===== src/hdl/i2cbm_pkg.sv =====
// ----------------------------------------------------------------------------
// I2C bit-level master package
// Shared types, command codes and sequencer phases for the I2C bit-level
// master and its submodules.
// ----------------------------------------------------------------------------
package i2cbm_pkg;

	// Widths fixed by the transaction fields and registers.
	localparam int TPU_W   = 16;
	localparam int LIMIT_W = 8;
	localparam int UNIT_W  = 3;

	// Configuration register indexes.
	localparam logic REG_TICKS_PER_US = 1'b0;
	localparam logic REG_ACK_TIMEOUT  = 1'b1;

	// Configuration reset values.
	localparam logic [TPU_W-1:0]   TPU_RESET   = 16'd100;
	localparam logic [LIMIT_W-1:0] LIMIT_RESET = 8'd250;

	// Delay lengths in microsecond units.
	localparam logic [UNIT_W-1:0] UNITS_ONE  = 3'd1;
	localparam logic [UNIT_W-1:0] UNITS_TWO  = 3'd2;
	localparam logic [UNIT_W-1:0] UNITS_FOUR = 3'd4;
	localparam logic [UNIT_W-1:0] UNITS_FIVE = 3'd5;

	// Number of bits in one byte transfer.
	localparam logic [3:0] BITS_PER_BYTE = 4'd8;

	typedef enum logic [2:0] {
		CMD_NONE  = 3'd0,
		CMD_START = 3'd1,
		CMD_STOP  = 3'd2,
		CMD_WACK  = 3'd3,
		CMD_WRITE = 3'd4,
		CMD_READ  = 3'd5
	} cmd_code_t;

	typedef enum logic [4:0] {
		PH_IDLE    = 5'd0,
		PH_ST_A    = 5'd1,
		PH_ST_B    = 5'd2,
		PH_SP_A    = 5'd3,
		PH_SP_B    = 5'd4,
		PH_SP_C    = 5'd5,
		PH_WA_A    = 5'd6,
		PH_WA_POLL = 5'd7,
		PH_WR_A    = 5'd8,
		PH_WR_B    = 5'd9,
		PH_WR_C    = 5'd10,
		PH_WR_D    = 5'd11,
		PH_RD_A    = 5'd12,
		PH_RD_B    = 5'd13,
		PH_RD_C    = 5'd14,
		PH_AK_D    = 5'd15,
		PH_AK_E    = 5'd16,
		PH_AK_F    = 5'd17,
		PH_FIN     = 5'd18
	} phase_t;

	// One input tick.
	typedef struct packed {
		logic [2:0] command;
		logic [7:0] tx_byte;
		logic       ack_after_read;
		logic       sda_in;
	} in_item_t;

	// One result tick.
	typedef struct packed {
		logic       scl_out;
		logic       sda_out;
		logic       sda_drive;
		logic       busy_res;
		logic       done_res;
		logic [7:0] rx_byte;
		logic       ack_failed;
	} out_item_t;

	// Sequencer state apart from the delay counter.
	typedef struct packed {
		phase_t     phase;
		logic [7:0] poll_count;
		logic [3:0] bit_index;
		logic [7:0] shift_byte;
		logic       ack_choice;
		logic       fail_flag;
		logic       scl_level;
		logic       sda_level;
		logic       drive_enable;
		logic [7:0] rx_hold;
	} seq_state_t;

	localparam seq_state_t SEQ_RESET = '{
		phase:        PH_IDLE,
		poll_count:   8'd0,
		bit_index:    4'd0,
		shift_byte:   8'd0,
		ack_choice:   1'b0,
		fail_flag:    1'b0,
		scl_level:    1'b1,
		sda_level:    1'b1,
		drive_enable: 1'b1,
		rx_hold:      8'd0
	};

endpackage


===== src/hdl/i2c_bit_level_master.sv =====
// ----------------------------------------------------------------------------
// I2C bit-level master
// Tick-driven I2C master sequencer for start, stop, acknowledge wait, byte
// write and byte read.
// ----------------------------------------------------------------------------
// Every accepted transaction on the command channel is one timing tick and
// yields exactly one result transaction carrying the pin levels and status
// after that tick. The block takes one tick per clock cycle while res_ready
// does not stall the result register; a tick passes the input register,
// the combinational sequencer step and the result register. Commands are
// taken only while the sequencer is idle, and delays count in ticks,
// ticks_per_us per delay unit, saturated to DELAY_BITS bits.
module i2c_bit_level_master
	import i2cbm_pkg::*;
#(
	parameter int DELAY_BITS = 20
) (
	input  logic               clk,
	input  logic               arst_n,
	input  logic               cmd_valid,
	output logic               cmd_ready,
	input  in_item_t           cmd,
	output logic               res_valid,
	input  logic               res_ready,
	output out_item_t          res,
	input  logic               cfg_we,
	input  logic               cfg_index,
	input  logic [TPU_W-1:0]   cfg_data
);

	logic [TPU_W-1:0]      ticks_per_us_q;
	logic [LIMIT_W-1:0]    ack_limit_q;
	in_item_t              item_s1;
	logic                  valid_s1;
	seq_state_t            state_q;
	logic [DELAY_BITS-1:0] dly_q;
	seq_state_t            state_nxt;
	logic [DELAY_BITS-1:0] dly_nxt;
	out_item_t             step_res;
	out_item_t             res_q;
	logic                  res_valid_q;
	logic                  advance;

	// Configuration registers.
	always_ff @(posedge clk or negedge arst_n) begin
		if (!arst_n) begin
			ticks_per_us_q <= TPU_RESET;
			ack_limit_q    <= LIMIT_RESET;
		end else if (cfg_we) begin
			case (cfg_index)
				REG_TICKS_PER_US: ticks_per_us_q <= cfg_data;
				REG_ACK_TIMEOUT:  ack_limit_q    <= cfg_data[LIMIT_W-1:0];
				default: ;
			endcase
		end
	end

	// The step runs when a tick waits in the input register and the
	// result register is free or being emptied.
	assign advance   = valid_s1 && (!res_valid_q || res_ready);
	assign cmd_ready = !valid_s1 || advance;

	// Input register.
	always_ff @(posedge clk or negedge arst_n) begin
		if (!arst_n) begin
			valid_s1 <= 1'b0;
		end else if (cmd_valid && cmd_ready) begin
			valid_s1 <= 1'b1;
		end else if (advance) begin
			valid_s1 <= 1'b0;
		end
	end

	always_ff @(posedge clk) begin
		if (cmd_valid && cmd_ready) begin
			item_s1 <= cmd;
		end
	end

	i2cbm_step #(
		.DELAY_BITS(DELAY_BITS)
	) u_step (
		.item(item_s1),
		.st(state_q),
		.dly(dly_q),
		.ticks_per_us(ticks_per_us_q),
		.ack_timeout_limit(ack_limit_q),
		.st_nxt(state_nxt),
		.dly_nxt(dly_nxt),
		.result(step_res)
	);

	// Sequencer state.
	always_ff @(posedge clk or negedge arst_n) begin
		if (!arst_n) begin
			state_q <= SEQ_RESET;
			dly_q   <= '0;
		end else if (advance) begin
			state_q <= state_nxt;
			dly_q   <= dly_nxt;
		end
	end

	// Result register.
	always_ff @(posedge clk or negedge arst_n) begin
		if (!arst_n) begin
			res_valid_q <= 1'b0;
		end else if (advance) begin
			res_valid_q <= 1'b1;
		end else if (res_ready) begin
			res_valid_q <= 1'b0;
		end
	end

	always_ff @(posedge clk) begin
		if (advance) begin
			res_q <= step_res;
		end
	end

	assign res_valid = res_valid_q;
	assign res       = res_q;

	// An idle sequencer never holds a pending delay.
	a_idle_no_delay: assert property (@(posedge clk) disable iff (!arst_n)
		(state_q.phase == PH_IDLE) |-> (dly_q == '0))
		else $error("delay pending while sequencer idle");

	// The bit counter never runs past one byte.
	a_bit_index_range: assert property (@(posedge clk) disable iff (!arst_n)
		state_q.bit_index <= BITS_PER_BYTE)
		else $error("bit index beyond one byte");

	// A completing tick never reports the sequencer as still busy.
	a_done_not_busy: assert property (@(posedge clk) disable iff (!arst_n)
		res_valid_q |-> !(res_q.done_res && res_q.busy_res))
		else $error("done and busy reported together");

	// An empty result register always leaves room for a new transaction.
	a_ready_when_empty: assert property (@(posedge clk) disable iff (!arst_n)
		!res_valid_q |-> cmd_ready)
		else $error("command channel stalled with empty result register");

endmodule


===== src/hdl/i2cbm_delay.sv =====
// ----------------------------------------------------------------------------
// I2C bit-level master delay length
// Converts a delay in microsecond units into ticks, saturated to the width
// of the delay counter.
// ----------------------------------------------------------------------------
module i2cbm_delay
	import i2cbm_pkg::*;
#(
	parameter int DELAY_BITS = 20
) (
	input  logic [UNIT_W-1:0]     units,
	input  logic [TPU_W-1:0]      ticks_per_us,
	output logic [DELAY_BITS-1:0] ticks
);

	localparam int PROD_W = UNIT_W + TPU_W;
	localparam int WIDE_W = (PROD_W > DELAY_BITS) ? PROD_W : DELAY_BITS;

	logic [PROD_W-1:0] prod;
	logic [WIDE_W-1:0] prod_wide;
	logic [WIDE_W-1:0] cap;

	// Small multiply, then clamp to the largest count the counter holds.
	assign prod      = PROD_W'(units) * PROD_W'(ticks_per_us);
	assign prod_wide = WIDE_W'(prod);
	assign cap       = {WIDE_W{1'b1}} >> (WIDE_W - DELAY_BITS);
	assign ticks     = (prod_wide > cap) ? cap[DELAY_BITS-1:0] : prod_wide[DELAY_BITS-1:0];

endmodule


===== src/hdl/i2cbm_step.sv =====
// ----------------------------------------------------------------------------
// I2C bit-level master sequencer step
// Computes the next sequencer state and the result of one tick from the
// current state, the incoming tick and the configuration.
// ----------------------------------------------------------------------------
module i2cbm_step
	import i2cbm_pkg::*;
#(
	parameter int DELAY_BITS = 20
) (
	input  in_item_t              item,
	input  seq_state_t            st,
	input  logic [DELAY_BITS-1:0] dly,
	input  logic [TPU_W-1:0]      ticks_per_us,
	input  logic [LIMIT_W-1:0]    ack_timeout_limit,
	output seq_state_t            st_nxt,
	output logic [DELAY_BITS-1:0] dly_nxt,
	output out_item_t             result
);

	seq_state_t            nx;
	logic [DELAY_BITS-1:0] dly_ph;
	logic [DELAY_BITS-1:0] ticks;
	logic [UNIT_W-1:0]     units;
	logic [3:0]            bit_inc;
	logic                  load;
	logic                  clr;
	logic                  dec;
	logic                  done;
	logic                  cmd_ok;

	i2cbm_delay #(
		.DELAY_BITS(DELAY_BITS)
	) u_delay (
		.units(units),
		.ticks_per_us(ticks_per_us),
		.ticks(ticks)
	);

	// A command code is taken only when the sequencer is idle.
	assign cmd_ok = (st.phase == PH_IDLE) &&
		((item.command == CMD_START) || (item.command == CMD_STOP) ||
		 (item.command == CMD_WACK) || (item.command == CMD_WRITE) ||
		 (item.command == CMD_READ));

	assign bit_inc = st.bit_index + 4'd1;

	// Command load followed by one action or one delay tick.
	always_comb begin
		nx     = st;
		dly_ph = dly;
		load   = 1'b0;
		clr    = 1'b0;
		dec    = 1'b0;
		done   = 1'b0;
		units  = UNITS_ONE;

		if (cmd_ok) begin
			dly_ph = '0;
			case (item.command)
				CMD_START: nx.phase = PH_ST_A;
				CMD_STOP:  nx.phase = PH_SP_A;
				CMD_WACK:  nx.phase = PH_WA_A;
				CMD_WRITE: begin
					nx.phase      = PH_WR_A;
					nx.shift_byte = item.tx_byte;
				end
				CMD_READ: begin
					nx.phase      = PH_RD_A;
					nx.ack_choice = item.ack_after_read;
				end
				default: ;
			endcase
		end

		if (nx.phase != PH_IDLE) begin
			if (dly_ph != '0) begin
				dec = 1'b1;
			end else begin
				case (nx.phase)
					PH_ST_A: begin
						nx.sda_level    = 1'b1;
						nx.scl_level    = 1'b1;
						nx.drive_enable = 1'b1;
						load            = 1'b1;
						units           = UNITS_FOUR;
						nx.phase        = PH_ST_B;
					end
					PH_ST_B: begin
						nx.sda_level = 1'b0;
						load         = 1'b1;
						units        = UNITS_FOUR;
						nx.phase     = PH_FIN;
					end
					PH_SP_A: begin
						nx.drive_enable = 1'b1;
						nx.scl_level    = 1'b1;
						load            = 1'b1;
						units           = UNITS_FOUR;
						nx.phase        = PH_SP_B;
					end
					PH_SP_B: begin
						nx.sda_level = 1'b0;
						load         = 1'b1;
						units        = UNITS_FOUR;
						nx.phase     = PH_SP_C;
					end
					PH_SP_C: begin
						nx.sda_level = 1'b1;
						load         = 1'b1;
						units        = UNITS_FOUR;
						nx.phase     = PH_FIN;
					end
					PH_WA_A: begin
						nx.drive_enable = 1'b0;
						nx.scl_level    = 1'b1;
						nx.poll_count   = 8'd0;
						load            = 1'b1;
						units           = UNITS_ONE;
						nx.phase        = PH_WA_POLL;
					end
					PH_WA_POLL: begin
						if (!item.sda_in) begin
							nx.scl_level = 1'b0;
							nx.fail_flag = 1'b0;
							nx.phase     = PH_IDLE;
							done         = 1'b1;
						end else if (st.poll_count >= ack_timeout_limit) begin
							// Timeout: flag it and run the first stop action now.
							nx.fail_flag    = 1'b1;
							nx.drive_enable = 1'b1;
							nx.scl_level    = 1'b1;
							load            = 1'b1;
							units           = UNITS_FOUR;
							nx.phase        = PH_SP_B;
						end else begin
							nx.poll_count = st.poll_count + 8'd1;
						end
					end
					PH_WR_A: begin
						nx.drive_enable = 1'b1;
						nx.scl_level    = 1'b0;
						nx.bit_index    = 4'd0;
						clr             = 1'b1;
						nx.phase        = PH_WR_B;
					end
					PH_WR_B: begin
						nx.sda_level  = st.shift_byte[7];
						nx.shift_byte = {st.shift_byte[6:0], 1'b0};
						load          = 1'b1;
						units         = UNITS_FIVE;
						nx.phase      = PH_WR_C;
					end
					PH_WR_C: begin
						nx.scl_level = 1'b1;
						load         = 1'b1;
						units        = UNITS_FIVE;
						nx.phase     = PH_WR_D;
					end
					PH_WR_D: begin
						nx.scl_level = 1'b0;
						nx.bit_index = bit_inc;
						load         = 1'b1;
						units        = UNITS_FIVE;
						nx.phase     = (bit_inc < BITS_PER_BYTE) ? PH_WR_B : PH_FIN;
					end
					PH_RD_A: begin
						nx.drive_enable = 1'b0;
						nx.shift_byte   = 8'd0;
						nx.bit_index    = 4'd0;
						clr             = 1'b1;
						nx.phase        = PH_RD_B;
					end
					PH_RD_B: begin
						nx.scl_level = 1'b0;
						load         = 1'b1;
						units        = UNITS_FIVE;
						nx.phase     = PH_RD_C;
					end
					PH_RD_C: begin
						nx.scl_level  = 1'b1;
						nx.shift_byte = {st.shift_byte[6:0], item.sda_in};
						nx.bit_index  = bit_inc;
						load          = 1'b1;
						units         = UNITS_FIVE;
						nx.phase      = (bit_inc < BITS_PER_BYTE) ? PH_RD_B : PH_AK_D;
					end
					PH_AK_D: begin
						nx.scl_level    = 1'b0;
						nx.drive_enable = 1'b1;
						nx.sda_level    = !st.ack_choice;
						load            = 1'b1;
						units           = UNITS_TWO;
						nx.phase        = PH_AK_E;
					end
					PH_AK_E: begin
						nx.scl_level = 1'b1;
						load         = 1'b1;
						units        = UNITS_TWO;
						nx.phase     = PH_AK_F;
					end
					PH_AK_F: begin
						nx.scl_level = 1'b0;
						load         = st.ack_choice;
						clr          = !st.ack_choice;
						units        = UNITS_TWO;
						nx.rx_hold   = st.shift_byte;
						nx.phase     = PH_FIN;
					end
					PH_FIN: begin
						nx.phase = PH_IDLE;
						done     = 1'b1;
					end
					default: begin
						nx.phase = PH_IDLE;
					end
				endcase
			end
		end
	end

	// Delay counter update.
	assign dly_nxt = load ? ticks :
		(clr ? '0 : (dec ? dly_ph - DELAY_BITS'(1) : dly_ph));

	assign st_nxt = nx;

	// Pin levels and status after this tick.
	always_comb begin
		result.scl_out    = nx.scl_level;
		result.sda_out    = nx.sda_level;
		result.sda_drive  = nx.drive_enable;
		result.busy_res   = (nx.phase != PH_IDLE);
		result.done_res   = done;
		result.rx_byte    = nx.rx_hold;
		result.ack_failed = nx.fail_flag;
	end

endmodule

===== config.mk =====
export PLATFORM = sky130hd
export DESIGN_NAME = i2c_bit_level_master
export DESIGN_NICKNAME = d
export VERILOG_FILES = /design/src/hdl/i2cbm_pkg.sv /design/src/hdl/i2c_bit_level_master.sv /design/src/hdl/i2cbm_delay.sv /design/src/hdl/i2cbm_step.sv
export SDC_FILE = /design/constraint.sdc
export NUM_CORES = 1
export LEC_CHECK = 0
export ABC_AREA = 0
export BUFFER_PORTS_ARGS = -buffer_cell sky130_fd_sc_hd__buf_2
export CAP_MARGIN = 30
export CELL_PAD_IN_SITES_DETAIL_PLACEMENT = 0
export CELL_PAD_IN_SITES_GLOBAL_PLACEMENT = 1
export CORE_AREA = 2 2 132 134
export CTS_CLUSTER_DIAMETER = 50
export DETAILED_ROUTE_END_ITERATION = 7
export DIE_AREA = 0 0 134 136
export PLACE_DENSITY_LB_ADDON = 0.12
export SYNTH_ARGS = -nofsm -noshare
export SYNTH_HDL_FRONTEND = slang
export SYNTH_SLANG_ARGS = --single-unit

===== constraint.sdc =====
create_clock -name clk -period 8 [get_ports clk]
set_input_delay 1.6 -clock clk [delete_from_list [all_inputs] [get_ports clk]]
set_output_delay 1.6 -clock clk [all_outputs]
set_load 0.02 [all_outputs]

Yosys cells after proc, flatten, opt, wreduce, memory -nomap -nowiden --
Cells that the tools add are included.
Operators by class: add/subtract/negate cells 3, multiply operators 1, div/mod/pow operators 0, magnitude comparators 3, eq/ne operators 25, shift operators 0, multiplexer cells 54, bitwise logic cells 3, reductions and logical operators 39
Operator list (number):
- two-way mux 20 bit | 5
- case mux 5 bit (15 select lines) | 1
- two-way mux 25 bit | 2
- equality test 5 x 4 -> 1 bit (second input constant) | 8
- two-way mux 8 bit | 4
- case mux 5 bit (5 select lines) | 1
- two-way mux 12 bit | 2
- case mux 8 bit (3 select lines) | 1
- equality test 5 x 3 -> 1 bit (second input constant) | 4
- > comparator 19 x 20 -> 1 bit (second input constant) | 1
- two-way mux 5 bit | 4
- nonzero test 20 bit | 1
- subtractor 20 x 1 -> 20 bit (second input constant) | 1
- multiplier 3 x 16 -> 19 bit | 1
- two-way mux 1 bit | 17
- case mux 8 bit (2 select lines) | 1
- equality test 5 bit (second input constant) | 3
- OR reduction 5 bit | 3
- OR reduction 13 bit | 1
- two-way mux 3 bit | 4
- case mux 3 bit (4 select lines) | 1
- OR reduction 2 bit | 6
- equality test 5 x 2 -> 1 bit (second input constant) | 2
- nonzero test 5 bit | 2
- other kinds (28) | 52
Storage, ports and cells: register bits 111, latch bits 0, bits in writable memories 0, ROM bits 0, output and inout bits 16, memories 0

Longest topological paths before layout --
depth after elaboration 16, gate-level depth with buffers 23, mapped depth without buffers 21

Hierarchy --
A second synthesis with hierarchy kept.
Unflattened totals: cells, all modules 852, area, all modules 8386.8 sq um
Modules (own cells, without submodules):
- i2c_bit_level_master | times used 1, cells each 210, area an instance 4005.1 sq um, sequential area each 2927.8 sq um
- i2cbm_step | times used 1, cells each 450, area an instance 3046.7 sq um, sequential area each 0.0 sq um
- i2cbm_delay | times used 1, cells each 192, area an instance 1335.0 sq um, sequential area each 0.0 sq um

Least setup slack after synthesis --
No wires, ideal clock.
path kind flip-flop to flip-flop, from register item_s1[12] (netlist bit), to register dly_q[16], library setup time 0.082 ns, data arrival time 5.847 ns, required time 7.918 ns, slack 2.071 ns, cell stages (with the launch flop) 23, path buffers 4, clock period less this slack 5.929 ns, cell sequence edfxtp_1 buf_6 or3_1 nand4_1 clkbuf_1 nand2_1 ha_1 nand3_1 clkbuf_1 a21oi_1 nand4b_1 clkbuf_1 nand2_1 fa_1 inv_1 fa_1 a211oi_1 o21ai_0 a311oi_1 o21ai_0 o311a_1 or4_1 a31oi_1
On the way: cells in the longest elaborated chain, start to end 16
RTL lines:
- from (decl) | line i2c_bit_level_master.sv:33 | in_item_t item_s1;
- from (signal assigned) | line i2c_bit_level_master.sv:76 | item_s1 <= cmd;
- equality test 3 x 1 -> 1 bit / equality test 3 x 2 -> 1 bit (equally long branches) | line i2cbm_step.sv:42, i2cbm_step.sv:60
- logical OR 1 bit (2 in a row) | line i2cbm_step.sv:42 | ((item.command == CMD_START) || (item.command == CMD_STOP) ||
- logical OR 1 bit (2 in a row) | line i2cbm_step.sv:43 | (item.command == CMD_WACK) || (item.command == CMD_WRITE) ||
- logical AND 1 bit | line i2cbm_step.sv:41 | assign cmd_ok = (st.phase == PH_IDLE) &&
- two-way mux 5 bit | line i2cbm_step.sv:58 | if (cmd_ok) begin
- equality test 5 x 4 -> 1 bit, or another cell as far along | line i2cbm_step.sv:80 | case (nx.phase)
- OR reduction 5 bit (no source line) / OR reduction 3 bit (equally long branches)
- case mux 3 bit (4 select lines) | line i2cbm_step.sv:80
- two-way mux 3 bit | line i2cbm_step.sv:77 | if (dly_ph != '0) begin
- two-way mux 3 bit | line i2cbm_step.sv:76 | if (nx.phase != PH_IDLE) begin
- multiplier 3 x 16 -> 19 bit | line i2cbm_delay.sv:24 | assign prod = PROD_W'(units) * PROD_W'(ticks_per_us);
- > comparator 19 x 20 -> 1 bit | line i2cbm_delay.sv:27 | assign ticks = (prod_wide > cap) ? cap[DELAY_BITS-1:0] : prod_wide[DELAY_BITS-1:0];
- two-way mux 20 bit | line i2cbm_delay.sv:27
- two-way mux 20 bit * | line i2cbm_step.sv:223 | assign dly_nxt = load ? ticks :
- to (signal assigned) | line i2c_bit_level_master.sv:100 | dly_q <= dly_nxt;
- to (decl) | line i2c_bit_level_master.sv:36 | logic [DELAY_BITS-1:0] dly_q;
Mark *: on every way between the ends. The rest lies on a longest branch, timed or not. A chain may end at the register's enable or synchronous reset.

Worst setup path after layout --
Same ends and word-level chain as after synthesis.

==> metrics.cfg <==
[critical_path]
worstPathRequired_ps=8270
depth_of_the_most_critical_reg_to_reg_path=21
critical_setup_path_class=flop to flop
timing.critical_path.cells=or3_1 -> and4_1 -> buf_4 -> a21oi_1 -> buf_4 -> nand2_1 -> a221oi_1 -> nor2_1 -> nor2_1 -> buf_4 -> and2_1 -> fa_1 -> ha_1 -> fa_1 -> a211oi_1 -> o21ai_0 -> a311oi_1 -> o21ai_0 -> o311a_1 -> or4_1 -> a31oi_1
worst-path-max-fanout=19
critical-path-max-stage-delay_ps=630
crit_path_top_delay_cell=sky130_fd_sc_hd__a21oi_1
end_kind=flop
worstPathArrival_ps=6950
timing.critical_path.mode_cell=sky130_fd_sc_hd__buf_4
setup_crit_start_kind=flop

[power_and_ir_drop]
power.density_cell_area_nw_per_um2=182
ir_drop_worst_case_vdd_mv=0.103
power.static_leakage_nw=3.48
totalPowerFinal_mw=1.51

[worst_hold_path]
hold_path_depth=1
min_path_type=flop to flop

[clocking]
root_buffer=sky130_fd_sc_hd__clkbuf_16
cts_repair_resize_count=0
cts_tree=yes
worst_setup_hold_path_clk_slew_ps=80
ctsHtreeMaxLevel=3
post_cts_buffers=0
cts-buffers-inserted=9
clock_sinks=111
cts-root-to-sink-buffers=2
number_of_hold_buffers_added_after_cts=0
clk-insertion-delay-late_ps=360

[routing]
vias=6314
route.antenna.remaining_nets=0
detail_route.first_pass.iterations=6
drt-total-wl_mm=18.9
drt_iter0_drc=465
post_drt_wl_per_cell_um=17.2
avgViaCountPerCell=5.75
drcViolationCount=0

[timing]
tightestPinTransition_ps=1000
hold_viol=0
fin_tns_setup_ps=0
finalCritPeriodShare_pct=83.4
minimum_clock_period_after_layout_ps=6670
slew_headroom_pct=32.6
worst_clock_skew_ps=14.3
slew_violations=0
grt_setup_unrepaired=no
setup_violations=0
achievable-frequency_mhz=150

[placed_design]
place.detailed.hpwl_mm=13.8
routabilityCongestion=0.937
io_buffer_count=50

[floorplan]
die_area_um2=18200
ioPinCount=51
die_y_um=136
die_width_um=134
placement_rows=48
core_area_um2=16900
starting_utilization_of_the_core_area_pct=44.3

[final_layout]
layout.nets=951
final_layout_size_suffix_gt1_share_pct=16.9
multiInputGateArea_um2=4220
nFillCells=1625
area_growth_pct=11.1
finish.utilization_pct=49.2
ff_latch_area_um2=2930
antennaDiodeCount=0

[global_route]
initial_antenna_violation_count=0
grt_start_max_net_pins=45
number_of_global_route_vias_before_repair=6264
grt_overflow=0
global_route_wire_length_before_repair_mm=31.9
grt_use_total_pct=21.9

[synth]
synthesis.area_um2=7470
ys_dominant_reg_cell=sky130_fd_sc_hd__dfrtp_1
post_synthesis_sequential_element_count=111
synth-warning-count=0
syn-num-nets=906
yosys.cell_types.count=77
synthesis.instances=824
syn_area_per_cell_um2=9.07
asyncSetResetFlopFracSynth_pct=75.7
synth_enable_flop_cells=27
seq_area_frac_synth_pct=39.2

[outcome]
outcome=finished, final reports clean

[flow_run]
max_cap_violations=0

cell usage after synthesis, drive strengths merged (6+ instances only):
| library cell | n | share of area [%] |
|---|---|---|
| nor2b | 7 | 0.59 |
| fa | 15 | 4.0 |
| a22oi | 14 | 1.5 |
| clkbuf | 22 | 1.1 |
| dfstp | 12 | 4.2 |
| o2bb2ai | 7 | 0.82 |
| nor4 | 9 | 0.92 |
| nand3 | 25 | 1.7 |
| o211ai | 7 | 0.70 |
| nand4 | 12 | 1.0 |
| edfxtp | 27 | 11 |
| and2 | 18 | 1.5 |
| and3 | 8 | 0.67 |
| o221ai | 6 | 0.70 |
| or2 | 8 | 0.67 |
| o22ai | 7 | 0.59 |
| ha | 32 | 5.4 |
| buf | 12 | 0.92 |
| a21oi | 43 | 2.9 |
| nand2b | 8 | 0.67 |
| nand2 | 95 | 4.8 |
| inv | 45 | 2.3 |
| dfrtp | 72 | 24 |
| mux2 | 36 | 5.4 |
| a31oi | 11 | 0.92 |
| xor2 | 10 | 1.2 |
| o21ai | 58 | 3.9 |
| nor3 | 29 | 2.0 |
| nor2 | 84 | 4.2 |
flip-flops by register name, indices dropped and copies added (netlist names):
signal          flops
ack_limit_q         8
valid_s1            1
res_valid           1
state_q            38
ticks_per_us_q     16
item_s1            13
dly_q              20
res                14
layer usage:
metal / GRT usage [%] / part of all wire [%] / routed length (µm)
met2: 37.2 / 49 / 9160
met5: 0 / 0 / 0
met4: 8.22 / 2.2 / 407
met1: 27.9 / 45 / 8500
met3: 3.88 / 4.2 / 790
layout by cell type, fill, tap and decap left out, types with 9 or more instances in the layout:
| master | netlist | routed |
|---|---|---|
| sky130_fd_sc_hd__and2_1 | 18 | 18 |
| sky130_fd_sc_hd__ha_1 | 32 | 32 |
| sky130_fd_sc_hd__dfrtp_1 | 72 | 72 |
| sky130_fd_sc_hd__nor3_1 | 28 | 28 |
| sky130_fd_sc_hd__a31oi_1 | 11 | 11 |
| sky130_fd_sc_hd__clkbuf_16 | 0 | 9 |
| sky130_fd_sc_hd__nand2_1 | 95 | 95 |
| sky130_fd_sc_hd__fa_1 | 15 | 15 |
| sky130_fd_sc_hd__dfstp_2 | 12 | 12 |
| sky130_fd_sc_hd__edfxtp_1 | 27 | 27 |
| sky130_fd_sc_hd__inv_1 | 45 | 44 |
| sky130_fd_sc_hd__buf_4 | 0 | 19 |
| sky130_fd_sc_hd__nor2_1 | 84 | 84 |
| sky130_fd_sc_hd__nand3_1 | 25 | 25 |
| sky130_fd_sc_hd__mux2_2 | 36 | 36 |
| sky130_fd_sc_hd__xor2_1 | 10 | 10 |
| sky130_fd_sc_hd__a21oi_1 | 43 | 43 |
| sky130_fd_sc_hd__buf_2 | 7 | 49 |
| sky130_fd_sc_hd__a22oi_1 | 13 | 13 |
| sky130_fd_sc_hd__o21ai_0 | 58 | 58 |
| sky130_fd_sc_hd__nand4_1 | 12 | 12 |
cells by family after synthesis:
group	share of synthesized area (%)
adders and majority gates	9.38
xor gates and xnor gates	1.76
DFF	39.2
AOI/OAI and AO/OA	19.1
muxes	5.56
buffers and inverters	4.35
and+or+nand+nor	20.6
critical path, delay by kind of cell, from the launching register on:
| family | cells | cell delay, ps |
|---|---|---|
| AND/OR/NAND/NOR | 7 | 1650 |
| adder cells (fa/ha/maj) | 3 | 1050 |
| AO/OA/AOI/OAI | 8 | 2620 |
| buffers and inverters | 3 | 720 |
| flip-flops | 1 | 530 |
cell type report:
cell class              instances  area share, %
repair buffers                 68           4.68
well taps                     225           3.39
clock buffers                   9           2.71
clock inverters                 7           1.01
inverters                      46           2.08
flip-flops and latches        111           35.3
multi-input cells             633           50.8
worst paths after layout:
kind                                   from     endpoint  slack [ps]
min in group asynchronous            arst_n    res_valid        1230
max in group asynchronous            arst_n     dly_q[8]        5760
worst max register to register  item_s1[12]    dly_q[16]        1330
worst max-delay path            item_s1[12]    dly_q[16]        1330
worst min register to register   item_s1[1]  state_q[12]         490
worst min-delay path             item_s1[1]  state_q[12]         490
stage by stage:
stage	instance area, µm²	setup slack, ps	hold slack [ps]	instances
finish	8300	1330	490	1099
global route	8300	864	512	1099
CTS	8300	1340	492	1099
detailed placement	7990	1380	480	1083
global placement	7980	1390	469	1082
floorplan	7470	2070	447	824
report_power, final:
group	switching, mW	total (mW)	internal (mW)
Sequential	0.0592	0.720	0.661
Combinational	0.198	0.324	0.127
Clock	0.240	0.466	0.226
Power figures use the tool's default switching activity.
